$ cat src/rtl/core/assert_macros.svh
// Assertion helper macros shared by the RTL
`ifndef ASSERT_MACROS_SVH
`define ASSERT_MACROS_SVH
// Check a property on every rising clock edge outside reset.
`define ASSERT_CLK(label, clk, rst, prop, msg) \
   label: assert property (@(posedge clk) disable iff (rst) (prop)) else $error(msg);
// Same check, also active during reset.
`define ASSERT_ALWAYS(label, clk, prop, msg) \
   label: assert property (@(posedge clk) (prop)) else $error(msg);
`endif

$ cat src/rtl/core/kmth_pkg.sv
// Package with shared types and constants for the tap-hold engine
`timescale 1ns / 1ps
`default_nettype none
package kmth_pkg;
   localparam int NumRowsDef = 4;
   localparam int NumColsDef = 4;
   localparam int SeqLenDef  = 8;
   localparam int MaxRes     = 8;
   localparam int NumKeysMax = 16;

   localparam logic [7:0] EMPTY_SLOT = 8'hff;

   localparam logic [2:0] ST_IDLE     = 3'd0;
   localparam logic [2:0] ST_PRESSED  = 3'd1;
   localparam logic [2:0] ST_RELEASED = 3'd2;
   localparam logic [2:0] ST_LONG     = 3'd3;
   localparam logic [2:0] ST_TAPDANCE = 3'd4;

   localparam logic [1:0] LP_IDLE = 2'd0;
   localparam logic [1:0] LP_WAIT = 2'd1;
   localparam logic [1:0] LP_HELD = 2'd2;

   localparam logic [2:0] EV_PRESS        = 3'd0;
   localparam logic [2:0] EV_RELEASE      = 3'd1;
   localparam logic [2:0] EV_LONG_TIMEOUT = 3'd2;
   localparam logic [2:0] EV_MT_SHORT     = 3'd3;
   localparam logic [2:0] EV_TAP_DANCE    = 3'd4;
   localparam logic [2:0] EV_MT_LONG      = 3'd5;
   localparam logic [2:0] EV_LEADER       = 3'd6;

   localparam logic [2:0] CSR_MODE_SELECT = 3'd0;
   localparam logic [2:0] CSR_KEY_MODES   = 3'd1;
   localparam logic [2:0] CSR_LONG_PRESS  = 3'd2;
   localparam logic [2:0] CSR_TAP_INTV    = 3'd3;
   localparam logic [2:0] CSR_DEBOUNCE    = 3'd4;

   localparam logic [15:0] LONG_PRESS_RST = 16'd600;
   localparam logic [15:0] TAP_INTV_RST   = 16'd600;
   localparam logic [7:0]  DEBOUNCE_RST   = 8'd20;

   typedef struct packed {
      logic        func;
      logic [3:0]  key_index;
      logic        key_level;
      logic [31:0] now_ms;
   } req_type;

   typedef struct packed {
      logic [2:0]  event_kind;
      logic [3:0]  key_index_out;
      logic [31:0] held_ms;
      logic [7:0]  tap_count;
      logic [7:0]  seq_key;
      logic        last;
   } rsp_type;
endpackage
`default_nettype wire

$ cat src/rtl/core/key_matrix_tap_hold_engine.sv
// Top level of the key matrix tap/hold event engine
// Usage:
//  req channel: one word per scan-start tick (func 0) or key level sample (func 1),
//  each stamped with now_ms. rsp channel: event words; a leader run is up to
//  eight words with last set on the final one, key events are single words.
//  csr port: plain writes, only while the engine is idle.
// Timing: a key event word goes through the input register, then one update pass
//  writes it into the result queue; a leader run first goes into the burst
//  snapshot and then gives one word per cycle into the queue.
// Throughput: one req word per cycle while req is not stalled; req is stalled while a
//  leader run is being written into the queue (from the firing tick to the last word).
// The result queue holds 16 words; req is stalled while fewer than nine slots
//  are free (one word from the pass in flight plus a full run from the word
//  being taken), so a stalled rsp side backs up into req without losing words.
// Reset (synchronous): all keys idle, levels low, leader machine idle and armed,
//  registers back to mode 0, no key flags, 600/600 ms intervals, 20 ms debounce.
`timescale 1ns / 1ps
`default_nettype none
`include "assert_macros.svh"
module key_matrix_tap_hold_engine
   import kmth_pkg::*;
#(
   parameter int NUM_ROWS = NumRowsDef,
   parameter int NUM_COLS = NumColsDef,
   parameter int SEQ_LEN  = SeqLenDef
) (
   input  wire logic        clock,
   input  wire logic        reset,
   input  wire logic        req_valid,
   output logic             req_stall,
   input  wire req_type     req_word,
   output logic             rsp_valid,
   input  wire logic        rsp_stall,
   output rsp_type          rsp_word,
   input  wire logic        csr_we,
   input  wire logic [2:0]  csr_index,
   input  wire logic [63:0] csr_wdata
);
   localparam int NKEYS  = NUM_ROWS * NUM_COLS;
   localparam int NOUT   = (SEQ_LEN < MaxRes) ? SEQ_LEN : MaxRes;
   localparam int QDEPTH = 16;
   localparam int SW     = $clog2(SEQ_LEN);
   localparam int LSW    = (SW < 1) ? 1 : SW;
   localparam int QCW    = $clog2(QDEPTH+1);
   localparam int LIW    = (NOUT > 1) ? $clog2(NOUT) : 1;

   // configuration
   logic        mode_ff;
   logic [63:0] kmodes_ff;
   logic [15:0] lp_ms_ff, tap_ms_ff;
   logic [7:0]  db_ms_ff;

   always_ff @(posedge clock) begin
      if (reset) begin
         mode_ff   <= 1'b0;
         kmodes_ff <= '0;
         lp_ms_ff  <= LONG_PRESS_RST;
         tap_ms_ff <= TAP_INTV_RST;
         db_ms_ff  <= DEBOUNCE_RST;
      end else if (csr_we) begin
         case (csr_index)
            CSR_MODE_SELECT: mode_ff   <= csr_wdata[0];
            CSR_KEY_MODES:   kmodes_ff <= csr_wdata;
            CSR_LONG_PRESS:  lp_ms_ff  <= csr_wdata[15:0];
            CSR_TAP_INTV:    tap_ms_ff <= csr_wdata[15:0];
            CSR_DEBOUNCE:    db_ms_ff  <= csr_wdata[7:0];
            default: ;
         endcase
      end
   end

   // input register
   logic    iv_ff;
   req_type ir_ff;
   logic    req_take;
   logic [QCW-1:0] free_cnt;

   // per-pass scratch
   logic [3:0]  k;
   logic        kok;
   logic [2:0]  st, st_in;
   logic        plev_in, dba_in, pt_we, mt_we, seq_we, seq_clr;
   logic [3:0]  modes;
   logic        raw_off, td, mt, lsimple, normal, lev;
   logic [31:0] now, held, dm;
   logic        ev1;
   rsp_type     ev_word;
   logic        lead_fire;
   logic [LIW-1:0] lead_idx_ff;
   logic        lead_busy_ff;
   logic        push;
   rsp_type     push_word;

   // room for one word from the pass in flight plus a full run from the word taken;
   // hold off while a leader run is going into the queue
   assign req_stall = (free_cnt < QCW'(NOUT + 1)) || lead_fire || lead_busy_ff;
   assign req_take  = req_valid && !req_stall;

   always_ff @(posedge clock) begin
      if (req_take) ir_ff <= req_word;
      if (reset) iv_ff <= 1'b0;
      else       iv_ff <= req_take;
   end

   // key state
   logic [2:0]  pst_ff  [NKEYS];
   logic        plev_ff [NKEYS];
   logic        dba_ff  [NKEYS];
   logic [31:0] ptime_ff[NKEYS];
   logic [31:0] mtime_ff[NKEYS];
   logic [7:0]  taps_ff, taps_in;
   logic [1:0]  lph_ff, lph_in;
   logic [31:0] ltim_ff, ltim_in;
   logic [7:0]  lseq_ff [SEQ_LEN];
   logic [7:0]  lcnt_ff, lcnt_in;
   logic        lkd_ff, lkd_in, larm_ff, larm_in;

   always_comb begin
      k       = ir_ff.key_index;
      kok     = (32'(k) < NKEYS);
      lev     = ir_ff.key_level;
      now     = ir_ff.now_ms;
      st      = pst_ff[k];
      st_in   = st;
      plev_in = plev_ff[k];
      dba_in  = dba_ff[k];
      pt_we   = 1'b0;
      mt_we   = 1'b0;
      seq_we  = 1'b0;
      seq_clr = 1'b0;
      modes   = kmodes_ff[{k, 2'b00} +: 4];
      raw_off = modes[0];
      td      = modes[1];
      mt      = modes[2];
      lsimple = modes[3];
      normal  = !mode_ff;
      held    = now - ptime_ff[k];
      dm      = now - mtime_ff[k];
      taps_in = taps_ff;
      lph_in  = lph_ff;
      ltim_in = ltim_ff;
      lcnt_in = lcnt_ff;
      lkd_in  = lkd_ff;
      larm_in = larm_ff;
      ev1     = 1'b0;
      lead_fire = 1'b0;
      ev_word = '{event_kind: EV_PRESS, key_index_out: k, held_ms: held,
                  tap_count: taps_ff, seq_key: EMPTY_SLOT, last: 1'b1};

      if (iv_ff && !ir_ff.func) begin
         if (mode_ff && larm_ff) begin
            case (lph_ff)
               LP_WAIT: begin
                  if (lkd_ff) lph_in = LP_HELD;
                  else if ((now - ltim_ff) > {16'd0, tap_ms_ff}) begin
                     lead_fire = 1'b1;
                     larm_in   = 1'b0;
                     lph_in    = LP_IDLE;
                  end
               end
               LP_HELD: begin
                  if (!lkd_ff) begin
                     if (lcnt_ff != 8'hff) lcnt_in = lcnt_ff + 8'd1;
                     ltim_in = now;
                     lph_in  = LP_WAIT;
                  end
               end
               default: begin
                  ltim_in = now;
                  lph_in  = LP_WAIT;
                  seq_clr = 1'b1;
                  lcnt_in = '0;
                  lkd_in  = 1'b0;
               end
            endcase
         end else if (!mode_ff) begin
            larm_in = 1'b1;
         end
      end else if (iv_ff && kok) begin
         if (plev_ff[k] != lev) begin
            dba_in  = 1'b1;
            mt_we   = 1'b1;
            plev_in = lev;
         end else if (dba_ff[k] && dm <= {24'd0, db_ms_ff}) begin
            // still debouncing
         end else begin
            dba_in = 1'b0;
            case (st)
               ST_IDLE: begin
                  if (lev) begin
                     st_in = ST_PRESSED;
                     pt_we = 1'b1;
                     mt_we = 1'b1;
                     if (!raw_off && !td && !mt) begin
                        if (normal) begin
                           ev1 = 1'b1;
                           ev_word.held_ms = '0;
                        end else begin
                           seq_we = (32'(lcnt_ff) < SEQ_LEN);
                           lkd_in = 1'b1;
                        end
                     end
                  end
               end
               ST_PRESSED: begin
                  if (!lev && (td || mt)) begin
                     st_in   = ST_RELEASED;
                     mt_we   = 1'b1;
                     taps_in = 8'd1;
                  end else if (!lev) begin
                     st_in = ST_IDLE;
                     if (normal) begin
                        ev1 = 1'b1;
                        ev_word.event_kind = EV_RELEASE;
                     end else begin
                        lkd_in = 1'b0;
                     end
                  end else if (mt && dm > {16'd0, lp_ms_ff}) begin
                     st_in = ST_LONG;
                     if (!lsimple) begin
                        ev1 = 1'b1;
                        ev_word.event_kind = EV_LONG_TIMEOUT;
                     end
                  end
               end
               ST_RELEASED: begin
                  if (dm > {16'd0, tap_ms_ff}) begin
                     st_in = ST_IDLE;
                     ev1   = 1'b1;
                     ev_word.event_kind = mt ? EV_MT_SHORT : EV_TAP_DANCE;
                  end
                  if (lev) st_in = ST_TAPDANCE;
               end
               ST_LONG: begin
                  if (!lev) begin
                     st_in = ST_IDLE;
                     ev1   = 1'b1;
                     ev_word.event_kind = EV_MT_LONG;
                  end
               end
               ST_TAPDANCE: begin
                  if (!lev) begin
                     st_in = ST_RELEASED;
                     if (taps_ff != 8'hff) taps_in = taps_ff + 8'd1;
                     mt_we = 1'b1;
                  end
               end
               default: ;
            endcase
         end
      end
   end

   // leader run is copied into a small burst snapshot and drained one word a cycle
   logic [7:0] snap_ff [NOUT];
   logic [7:0] snap_cnt_ff;

   always_ff @(posedge clock) begin
      if (lead_fire) begin
         for (int i = 0; i < NOUT; i++) snap_ff[i] <= lseq_ff[i];
         snap_cnt_ff <= lcnt_ff;
      end
      if (reset) begin
         for (int i = 0; i < NKEYS; i++) begin
            pst_ff[i]   <= ST_IDLE;
            plev_ff[i]  <= 1'b0;
            dba_ff[i]   <= 1'b0;
            ptime_ff[i] <= '0;
            mtime_ff[i] <= '0;
         end
         for (int i = 0; i < SEQ_LEN; i++) lseq_ff[i] <= EMPTY_SLOT;
         taps_ff <= '0;
         lph_ff  <= LP_IDLE;
         ltim_ff <= '0;
         lcnt_ff <= '0;
         lkd_ff  <= 1'b0;
         larm_ff <= 1'b1;
         lead_busy_ff <= 1'b0;
         lead_idx_ff  <= '0;
      end else begin
         if (iv_ff && ir_ff.func && kok) begin
            pst_ff[k]  <= st_in;
            plev_ff[k] <= plev_in;
            dba_ff[k]  <= dba_in;
            if (pt_we) ptime_ff[k] <= now;
            if (mt_we) mtime_ff[k] <= now;
         end
         if (seq_clr) for (int i = 0; i < SEQ_LEN; i++) lseq_ff[i] <= EMPTY_SLOT;
         if (seq_we) lseq_ff[lcnt_ff[LSW-1:0]] <= {4'd0, k};
         taps_ff <= taps_in;
         lph_ff  <= lph_in;
         ltim_ff <= ltim_in;
         lcnt_ff <= lcnt_in;
         lkd_ff  <= lkd_in;
         larm_ff <= larm_in;
         if (lead_fire) begin
            lead_busy_ff <= 1'b1;
            lead_idx_ff  <= '0;
         end else if (lead_busy_ff) begin
            if (32'(lead_idx_ff) == NOUT - 1) lead_busy_ff <= 1'b0;
            lead_idx_ff <= lead_idx_ff + LIW'(1);
         end
      end
   end

   // key events and leader words never coincide: req is held off from the firing
   // tick until the burst has been written
   logic key_push;
   assign key_push = ev1 && !lead_busy_ff;

   always_comb begin
      push      = lead_busy_ff || ev1;
      push_word = ev_word;
      if (lead_busy_ff) begin
         push_word = '{event_kind: EV_LEADER, key_index_out: 4'd0, held_ms: 32'd0,
                       tap_count: snap_cnt_ff,
                       seq_key: snap_ff[lead_idx_ff],
                       last: (32'(lead_idx_ff) == NOUT - 1)};
      end
   end

   kmth_out_fifo #(.DEPTH(QDEPTH)) u_fifo (
      .clock     (clock),
      .reset     (reset),
      .push      (push),
      .push_word (push_word),
      .free_cnt  (free_cnt),
      .rsp_valid (rsp_valid),
      .rsp_stall (rsp_stall),
      .rsp_word  (rsp_word)
   );

   `ASSERT_CLK(a_no_collide, clock, reset, !(lead_busy_ff && ev1), "event during leader burst")
   `ASSERT_CLK(a_fire_idle, clock, reset, lead_fire |=> (lph_ff == LP_IDLE && !larm_ff),
      "leader fire left machine active")
   `ASSERT_CLK(a_key_push, clock, reset, key_push |-> push, "key event lost")
endmodule
`default_nettype wire

$ cat src/rtl/core/kmth_out_fifo.sv
// Result queue between the engine and the rsp channel
`timescale 1ns / 1ps
`default_nettype none
`include "assert_macros.svh"
module kmth_out_fifo
   import kmth_pkg::*;
#(
   parameter int DEPTH = 16
) (
   input  wire logic    clock,
   input  wire logic    reset,
   input  wire logic    push,
   input  wire rsp_type push_word,
   output logic [$clog2(DEPTH+1)-1:0] free_cnt,
   output logic         rsp_valid,
   input  wire logic    rsp_stall,
   output rsp_type      rsp_word
);
   localparam int AW = $clog2(DEPTH);
   localparam int CW = $clog2(DEPTH+1);

   rsp_type mem_ff [DEPTH];
   logic [AW-1:0] wr_ff, wr_in, rd_ff, rd_in;
   logic [CW-1:0] cnt_ff, cnt_in;
   logic pop;

   assign rsp_valid = (cnt_ff != '0);
   assign rsp_word  = mem_ff[rd_ff];
   assign pop       = rsp_valid && !rsp_stall;
   assign free_cnt  = CW'(DEPTH) - cnt_ff;

   always_comb begin
      wr_in = wr_ff;
      rd_in = rd_ff;
      if (push) wr_in = (wr_ff == AW'(DEPTH - 1)) ? '0 : wr_ff + AW'(1);
      if (pop)  rd_in = (rd_ff == AW'(DEPTH - 1)) ? '0 : rd_ff + AW'(1);
      cnt_in = cnt_ff + CW'(push) - CW'(pop);
   end

   always_ff @(posedge clock) begin
      if (push) begin
         mem_ff[wr_ff] <= push_word;
      end
      if (reset) begin
         wr_ff  <= '0;
         rd_ff  <= '0;
         cnt_ff <= '0;
      end else begin
         wr_ff  <= wr_in;
         rd_ff  <= rd_in;
         cnt_ff <= cnt_in;
      end
   end

   `ASSERT_CLK(a_no_overflow, clock, reset, push |-> (cnt_ff != CW'(DEPTH)), "fifo overflow")
   `ASSERT_CLK(a_cnt_step, clock, reset,
      (push && !pop) |=> (cnt_ff == $past(cnt_ff) + CW'(1)), "fifo count slip")
   `ASSERT_ALWAYS(a_reset_empty, clock, reset |=> !rsp_valid, "fifo not empty after reset")
endmodule
`default_nettype wire

$ cat config.mk
export PLATFORM = sky130hd
export DESIGN_NAME = key_matrix_tap_hold_engine
export DESIGN_NICKNAME = d
export VERILOG_FILES = /design/src/rtl/core/kmth_pkg.sv /design/src/rtl/core/key_matrix_tap_hold_engine.sv /design/src/rtl/core/kmth_out_fifo.sv
export VERILOG_INCLUDE_DIRS = /design/src /design/src/rtl/core
export SDC_FILE = /design/constraint.sdc
export NUM_CORES = 2
export LEC_CHECK = 0
export BUFFER_PORTS_ARGS = -buffer_cell sky130_fd_sc_hd__buf_2
export CAP_MARGIN = 20
export CORE_MARGIN = 5
export CORE_UTILIZATION = 40
export CTS_BUF_LIST = sky130_fd_sc_hd__clkbuf_16
export DETAILED_ROUTE_END_ITERATION = 8
export PLACE_DENSITY_LB_ADDON = 0.15
export SLEW_MARGIN = 20
export SYNTH_ARGS = -nofsm -noshare
export SYNTH_HDL_FRONTEND = slang
export SYNTH_HIERARCHICAL = 1
export SYNTH_SLANG_ARGS = --single-unit
$ cat constraint.sdc
create_clock -name clock -period 25.1 [get_ports clock]
set_clock_uncertainty 0.2 [all_clocks]
set_input_delay 6.275 -clock clock [delete_from_list [all_inputs] [get_ports clock]]
set_output_delay 6.275 -clock clock [all_outputs]
set_load 0.02 [all_outputs]
==> qor.json <==
{
  "launching_element_type_of_the_critical_path": {"value": "register"},
  "regToRegSetupSlack": {"value": 14.23, "unit": "ns"},
  "timing.critical_path.max_delay_family": {"value": "compound AO/OA/AOI/OAI gates"},
  "finalHoldWorstSlack": {"value": 0.2156, "unit": "ns"},
  "syn_area_per_cell": {"value": 15.09, "unit": "um2"},
  "ctsRootBufferMaster": {"value": "clkbuf_16"},
  "status": {"value": "finished, final reports clean"},
  "floorplan.die_area": {"value": 0.2652, "unit": "mm2"},
  "transition_at_the_pin_with_the_smallest_max_transition_slack": {"value": 1.099, "unit": "ns"},
  "antenna_found_initial": {"value": 23},
  "grt_use_total": {"value": 0.2266},
  "cts_tree": {"value": "done"},
  "fp-row-count": {"value": 185},
  "dp_hpwl": {"value": 173700, "unit": "um"},
  "power_density": {"value": 128.5, "unit": "mW/mm2"},
  "global_route_wire_length_before_repair": {"value": 437100, "unit": "um"},
  "top_level_ports": {"value": 168},
  "slowest_delay": {"value": 0.68, "unit": "ns"},
  "timing_hold_violations_final": {"value": 0},
  "via_cell_ratio": {"value": 5.718},
  "critPathRequiredTime": {"value": 18.62, "unit": "ns"},
  "total_of_endpoints_with_negative_setup_slack_in_the_final_report": {"value": 0},
  "ys.warnings.count": {"value": 6},
  "cp-end-kind": {"value": "output port"},
  "num_vias": {"value": 59887},
  "cts_setup_buffers": {"value": 0},
  "reg2reg_to": {"value": "u_fifo/mem_ff[3][54]"},
  "clock_sink_count": {"value": 2312},
  "crit_fanout": {"value": 22},
  "post-route-worst-setup-slack": {"value": 12.05, "unit": "ns"},
  "hold_class": {"value": "register to register"},
  "pre_cts_slack": {"value": 12.93, "unit": "ns"},
  "fraction_of_synthesis_flops_using_an_asynchronous_set_or_reset_pin": {"value": 0},
  "synthFlopType": {"value": "edfxtp_1"},
  "floorplan.die.width": {"value": 515.0, "unit": "um"},
  "detail_route.drc_violations": {"value": 0},
  "portBuffers": {"value": 167},
  "drive_above_1_share": {"value": 0.1991},
  "power.ir.vdd_worst": {"value": 0.08822, "unit": "mV"},
  "starting_drt_drc_count": {"value": 6519},
  "holdPathStages": {"value": 0},
  "period_minus_slack": {"value": 13.05, "unit": "ns"},
  "filler_cell_count": {"value": 22237},
  "min_to": {"value": "snap_ff[0][0]"},
  "yosysUniqueCellTypes": {"value": 83},
  "area_growth": {"value": 12.66, "unit": "%"},
  "yosys_register_bits": {"value": 2312},
  "number_of_flops_mapped_to_enable_cells_by_yosys": {"value": 2118},
  "slew_violations": {"value": 0},
  "core": {"value": 0.2539, "unit": "mm2"},
  "crit_chain": {"value": "inv_1, ha_1, inv_1, fa_1, a211oi_1, o211ai_1, nand2_1, nor2_1, nor2_1, xnor2_1, ha_1, and3_1, a211oi_1, a21oi_1, o21a_1, o21ai_0, a21oi_1, nor4_1, nand4_1, a2111oi_2, buf_4, o21ai_0, buf_2"},
  "post_synth_inst_count": {"value": 6759},
  "initial_utilization": {"value": 0.4018},
  "cts.htree.levels": {"value": 5},
  "netlist_area": {"value": 0.1020, "unit": "mm2"},
  "grt_start_max_net_pins": {"value": 124},
  "grt_setup_unrepaired": {"value": "no"},
  "grt_pass1_vias": {"value": 60696},
  "timing.setup.tns": {"value": 0, "unit": "ns"},
  "worst_skew_pair.late_latency": {"value": 0.92, "unit": "ns"},
  "report.power.total": {"value": 14.77, "unit": "mW"},
  "power.static_leakage": {"value": 38.98, "unit": "nW"},
  "timing.critical_path.slowest_stage_cell": {"value": "edfxtp_1"},
  "min_period_over_period": {"value": 0.5199},
  "final_antenna_net_count": {"value": 0},
  "detailed_route_wire_length": {"value": 303500, "unit": "um"},
  "timing.hold.worst.start": {"value": "lseq_ff[0][0]"},
  "clk_transition_reported_paths": {"value": 0.06, "unit": "ns"},
  "category_of_the_critical_setup_timing_path": {"value": "register to output port"},
  "drt-pass1-iter-count": {"value": 6},
  "post_cts.resized_instances": {"value": 0},
  "final_net_count": {"value": 7191},
  "chipHeight": {"value": 515.0, "unit": "um"},
  "fmaxAchievable": {"value": 0.07663, "unit": "GHz"},
  "max_cap_viol_count": {"value": 0},
  "worst-endpoint-arrival": {"value": 6.57, "unit": "ns"},
  "post_drt_wl_per_cell": {"value": 28.98, "unit": "um"},
  "globalRouteOverflowTotal": {"value": 0},
  "final_core_util": {"value": 0.4526},
  "synth.yosys.seq_area_share": {"value": 0.6615},
  "mappedNetlistNets": {"value": 7043},
  "cp.buffers_inverters": {"value": 4},
  "cts_buffers": {"value": 278},
  "max_slew_margin": {"value": 0.2676},
  "cts_hold_buf": {"value": 0},
  "reg2regPathDepth": {"value": 24},
  "cts-root-to-sink-buffers": {"value": 4},
  "globalplace.congestion": {"value": 0.8788}
}
## logic make-up (layout without fill, tap and decap cells)
family | Yosys count | after routing | synth area share
flip-flops | 2312 | 2312 | 0.6615
multiplexers | 635 | 635 | 0.1361
AO/OA/AOI/OAI | 710 | 710 | 0.04581
AND/OR/NAND/NOR | 2204 | 2204 | 0.1018
buffers and inverters | 642 | 976 | 0.02605
XOR/XNOR | 82 | 82 | 0.007114
adder cells (fa/ha/maj) | 174 | 174 | 0.02163
other | 0 | 14 | 0
## worst reg2reg max path, delay by kind of cell (launching register included)
family                     cells  cell delay (ns)
xor gates and xnor gates       1             0.65
AOI/OAI and AO/OA             10             2.77
buffers and inverters          4             2.84
adders and majority gates      3             0.90
muxes                          2             1.13
and+or+nand+nor                4             1.21
DFF                            1             0.80
## cells in the final DEF, fill, tap and decap left out, drive strengths merged, types with 74 or more instances in the layout
cell / instances
and2: 539
dfxtp: 194
nor2: 730
clkbuf: 283
inv: 249
ha: 170
mux4: 599
clkinv: 99
a21oi: 260
buf: 329
edfxtp: 2118
nand2: 612
o21ai: 74
a22oi: 114
## worst max path at each step
stage	start	to	cells after the start
3_5_place_dp	now[0]	req_stall	23
3_3_place_gp	now[0]	req_stall	23
4_1_cts	now[0]	req_stall	23
6_report	now[0]	req_stall	23
2_1_floorplan	now[0]	req_stall	22
5_1_grt	now[0]	req_stall	23
## stage by stage
stage          cells  area, um2
2_1_floorplan   6759     102000
3_3_place_gp    9990     106700
3_5_place_dp    9991     106700
4_1_cts        10457     114900
5_1_grt        10467     114900
6_report       10473     114900
## state kept, by name (all words and copies together), names as in the netlist, 16 cells and up, named ones only
signal / flops
pst_ff: 48
snap_ff: 40
kmodes_ff: 64
now: 32
lp_ms_ff: 16
u_fifo/mem_ff: 896
dba_ff: 16
lseq_ff: 40
ptime_ff: 512
ltim_ff: 32
tap_ms_ff: 16
mtime_ff: 512
plev_ff: 16
## report_power, final
| group | switching (mW) | internal [mW] |
|---|---|---|
| Clock | 1.55 | 2.12 |
| Combinational | 3.95 | 1.90 |
| Sequential | 0.130 | 5.12 |
| Total | 5.62 | 9.14 |
## cells in the mapped netlist (all sizes together) (9+ instances only)
cell type	number	area [um2]
edfxtp	2118	63600
nor2	730	2740
nand2	612	2297
mux4	599	13490
and2	539	3372
clkbuf	327	1227
a21oi	260	1305
dfxtp	194	3884
inv	180	675.7
ha	170	2127
buf	134	750.7
a22oi	114	855.8
o21ai	74	377.9
nor3	58	290.3
nand3	54	270.3
xnor2	51	454.2
a21o	44	330.3
o21a	35	262.8
nand4	34	212.7
nor2b	31	193.9
xor2	31	271.5
or2	28	175.2
o211ai	26	195.2
mux2	25	281.5
nand3b	23	172.7
and3	22	137.6
a211oi	20	150.1
nand2b	19	118.9
a31o	18	157.6
o21bai	18	135.1
a31oi	13	81.33
or3	13	81.33
nor4	12	75.07
mux2i	11	110.1
a211o	9	78.83
## per-layer routing
| layer | track usage | part of all wire |
|---|---|---|
| met5 | 0 | 0.000092 |
| met4 | 0.06574 | 0.028 |
| met3 | 0.03550 | 0.067 |
| met2 | 0.3686 | 0.48 |
| met1 | 0.3170 | 0.42 |
## layout make-up
class	count	area, um2	area share
diodes	14	35.03	0.0003048
clock buffers	283	7082	0.06162
clock inverters	183	1072	0.009329
inverters	181	679.4	0.005911
multi-input cells	3805	32230	0.2804
flip-flops and latches	2312	67510	0.5874
well taps	3366	4212	0.03664
repair buffers	329	2116	0.01841
(Power assumes the default switching activity.)
